`config.mk`:
```
export PLATFORM = sky130hd
export DESIGN_NAME = bba_ram
export DESIGN_NICKNAME = d
export VERILOG_FILES = /design/src/hw/rtl/bba_ram.sv
export SDC_FILE = /design/constraint.sdc
export NUM_CORES = 2
export LEC_CHECK = 0
export ABC_AREA = 1
export BUFFER_PORTS_ARGS = -buffer_cell sky130_fd_sc_hd__buf_2
export CORE_UTILIZATION = 40
export DETAILED_ROUTE_END_ITERATION = 10
export SYNTH_ARGS = -nofsm -noshare
export SYNTH_HDL_FRONTEND = slang
export SYNTH_SLANG_ARGS = --single-unit
```
`constraint.sdc`:
```
create_clock -name clk -period 14.8 [get_ports clk]
set_input_delay 0.74 -clock clk [delete_from_list [all_inputs] [get_ports clk]]
set_output_delay 0.74 -clock clk [all_outputs]
set_load 0.02 [all_outputs]
```
`src/hw/rtl/bba_ram.sv`:
```
// Simple dual-port synchronous RAM with registered read data.
module bba_ram #(
	parameter int unsigned DEPTH = 64,
	parameter int unsigned WIDTH = 62
) (
	input  logic                     clk,
	input  logic                     we,
	input  logic [$clog2(DEPTH)-1:0] waddr,
	input  logic [WIDTH-1:0]         wdata,
	input  logic                     re,
	input  logic [$clog2(DEPTH)-1:0] raddr,
	output logic [WIDTH-1:0]         rdata
);

	logic [WIDTH-1:0] mem [DEPTH];

	// write port
	always_ff @(posedge clk) begin
		if (we) begin
			mem[waddr] <= wdata;
		end
	end

	// read port, registered
	always_ff @(posedge clk) begin
		if (re) begin
			rdata <= mem[raddr];
		end
	end

endmodule

```
==> key figures <==
Outcome
  – Outcome: finished, final reports clean

Global routing
  – Antenna violations before repair: 68
  – Vias in the first global route: roughly 100,000
  – Largest net degree at the start of global routing: 213
  – GRT busiest layer: met2
  – Met1 Usage GRT: roughly a third
  – GRT met2 Usage: about two fifths
  – Grt total ovfl: 0
  – Global Route met3 Usage: 4.688%
  – Total track usage: ~25%
  – First-pass GRT wire length: between 700,000 and 800,000 µm

Floorplanning
  – FP Rows: 232
  – I/O Pins: 139
  – Starting density of the core: about two fifths
  – Die width: between 600 and 700 µm
  – Die height: about 640 µm
  – Die area: slightly above 400,000 µm²
  – Area of the core: 400,000 µm²

Clock tree
  – Post-cts gate resize count: 0
  – TritonCTS clock tree: done
  – CTS Hold Bufs: 0
  – CTS Sinks: around 4,000
  – CTS Root Buffer Type: clkbuf_16
  – CTS max path bufs: 4
  – Setup repair bufs after CTS: 0
  – H-tree depth: 5
  – Num CTS Buffers: 411
  – Clock slew at reported path FFs: 0.06 ns
  – Skew-Pair Late Insertion Delay: 0.99 ns

Drt
  – WL/cell: between 20 and 30 µm
  – First drt pass iteration count: 6
  – DRT antenna net count: 0
  – DRC viols: 0
  – 1st-iter DRT viols: ~15,000
  – DR vias: about 110k
  – Final wirelength: ~520,000 µm
  – Vias/cell: around 5.8

Synth
  – Synth area leader: edfxtp_1
  – Synth Cell Area: 161,100 µm²
  – Warnings, synthesis: 0
  – Cells after Synth: approximately 13,000
  – Yosys cell types: 17
  – Sequential area share after synthesis: 75.12%
  – #FFs+latches synth: 4,030
  – Syn Nets: 13,120
  – Area contributors post-synth: edfxtp_1 (75%), nand3_1 (11%), nand2_1 (10%)
  – Yosys top cell area share: 75.12%
  – Syn avg cell area: ~12 µm²

STA
  – Total negative setup slack: 0 ns
  – Final worst setup slack: a little under 10 ns
  – Slew Limit Headroom: 6.385%
  – Minimum clock period: 4.865 ns
  – Setup violations, final: 0
  – Tcrit/Tclk final: roughly 33%
  – Pins Over Slew Limit: 0
  – Fmax: ~210 MHz
  – Tightest Pin Transition: 1.404 ns
  – Final Hold Fails: 0
  – RSZ-0062 raised after global routing: false
  – Clk_skew: approximately 0.047 ns

Finish
  – Leading cell type in the layout, fill and taps excluded: nand2_1
  – Final Non-Filler Cells: roughly 19,000
  – Filler cells: ~36,000
  – Most frequent cells in the layout: nand2_1 (4,378), edfxtp_1 (4,030), nand3_1 (3,677)
  – Layout cell share with drive strength beyond 1: between 7 and 8%
  – Post-route cell area: roughly 180,000 µm²
  – Area of all sequential standard cells: roughly 120,000 µm²
  – Nets: ~13,000
  – Area of the multi-input gates: 35,620 µm²
  – Area Growth Syn to Fin: 10.85%

Pwr
  – Worst IR Drop VDD: ~0.11 mV
  – Leakage: a little over 60 nW
  – Power per cell area: roughly 130 nW/µm²

Critical path
  – CP Capture Type: register
  – Critical path class: in -> reg
  – Type of origin of the critical path: input pin
  – Crit Path Max Fanout: about 210
  – Worst endpoint required time: between 15 and 20 ns
  – Setup slack, reg-to-reg: approximately 13 ns
  – Data arrival time of the critical path: roughly 5.7 ns

Place
  – Detailed placement HPWL: 253,700 µm
  – IO Port Bufs: about 140
  – Inst Count DP: about 18,000
  – GPL Wtd Cong: 0.7901
  – Placement Cell Area: around 170,000 µm²
  – Pre-CTS worst setup slack: between 9 and 10 ns

Hold path
  – HP Class: in -> reg

Flow run
  – Number of max-cap violations: 0
[logic make-up after synthesis]
logic type             count (synthesis)  synth area share, %
buffers and inverters                881                3.061
and+or+nand+nor                     8128                21.82
DFF                                 4030                75.12
[state kept, by name (all words and copies together), names as in the netlist]
signal,count
mem,3968
rdata,62
[where the power goes]
| group | internal (W) | leakage (nW) | switching (W) |
|---|---|---|---|
| clock | 0.00546 | 6.10 | 0.00438 |
| combinational | 0.000312 | 19.6 | 0.00105 |
| sequential | 0.0127 | 36.3 | 0.0000372 |
| total | 0.0184 | 62.0 | 0.00547 |
[worst max-delay path: stages]
cell	delay, ns
buf_12	0.18
inv_16	0.62
buf_4	0.93
buf_4	0.89
buf_4	0.94
nand2_1	0.12
nand3_1	0.11
nand3_1	0.09
nand3_1	0.17
nand3_1	0.09
nand2_1	0.11
nand2_1	0.10
nand2_1	0.11
[per-layer routing]
layer | share of wire (%) | wire length [µm]
met5 | 0.027 | 143
met4 | 3.7 | 19430
met3 | 11 | 55650
met2 | 46 | 238900
met1 | 40 | 210700
[cell usage after synthesis, drive strengths merged]
cell and number:
buf 709, clkbuf 160, clkinv 1, edfxtp 4030, inv 11, nand2 4378
nand3 3677, nand4 9, nor2 56, nor4 8
[layout make-up]
type,count,area share (%)
multi-input cells,8128,19.95
clock inverters,214,0.9262
inverters,12,0.05395
diodes,28,0.03923
well taps,5265,3.689
flip-flops and latches,4030,67.76
repair buffers,369,1.522
clock buffers,520,6.060
[worst paths after layout]
kind	startpoint	to	depth (start not counted)
max reg2reg	mem[33][38]$_DFFE_PP_	rdata[38]$_DFFE_PP_	8
max	raddr[0]	rdata[8]$_DFFE_PP_	13
min reg2reg	mem[6][14]$_DFFE_PP_	rdata[14]$_DFFE_PP_	8
min	re	rdata[55]$_DFFE_PP_	1
[stage by stage]
step | util [%] | power [W] | hold WS, ns
after floorplan | - | 0.01373 | 0.7969
after detailed placement | 41.51 | 0.01429 | 0.8544
after global routing | 44.64 | 0.02452 | 0.2692
after global placement | 41.51 | 0.01428 | 0.8469
after CTS | 44.63 | 0.02396 | 0.2046
final | 44.65 | 0.02390 | 0.2698
Note: power is estimated with default switching activity, not from simulation.
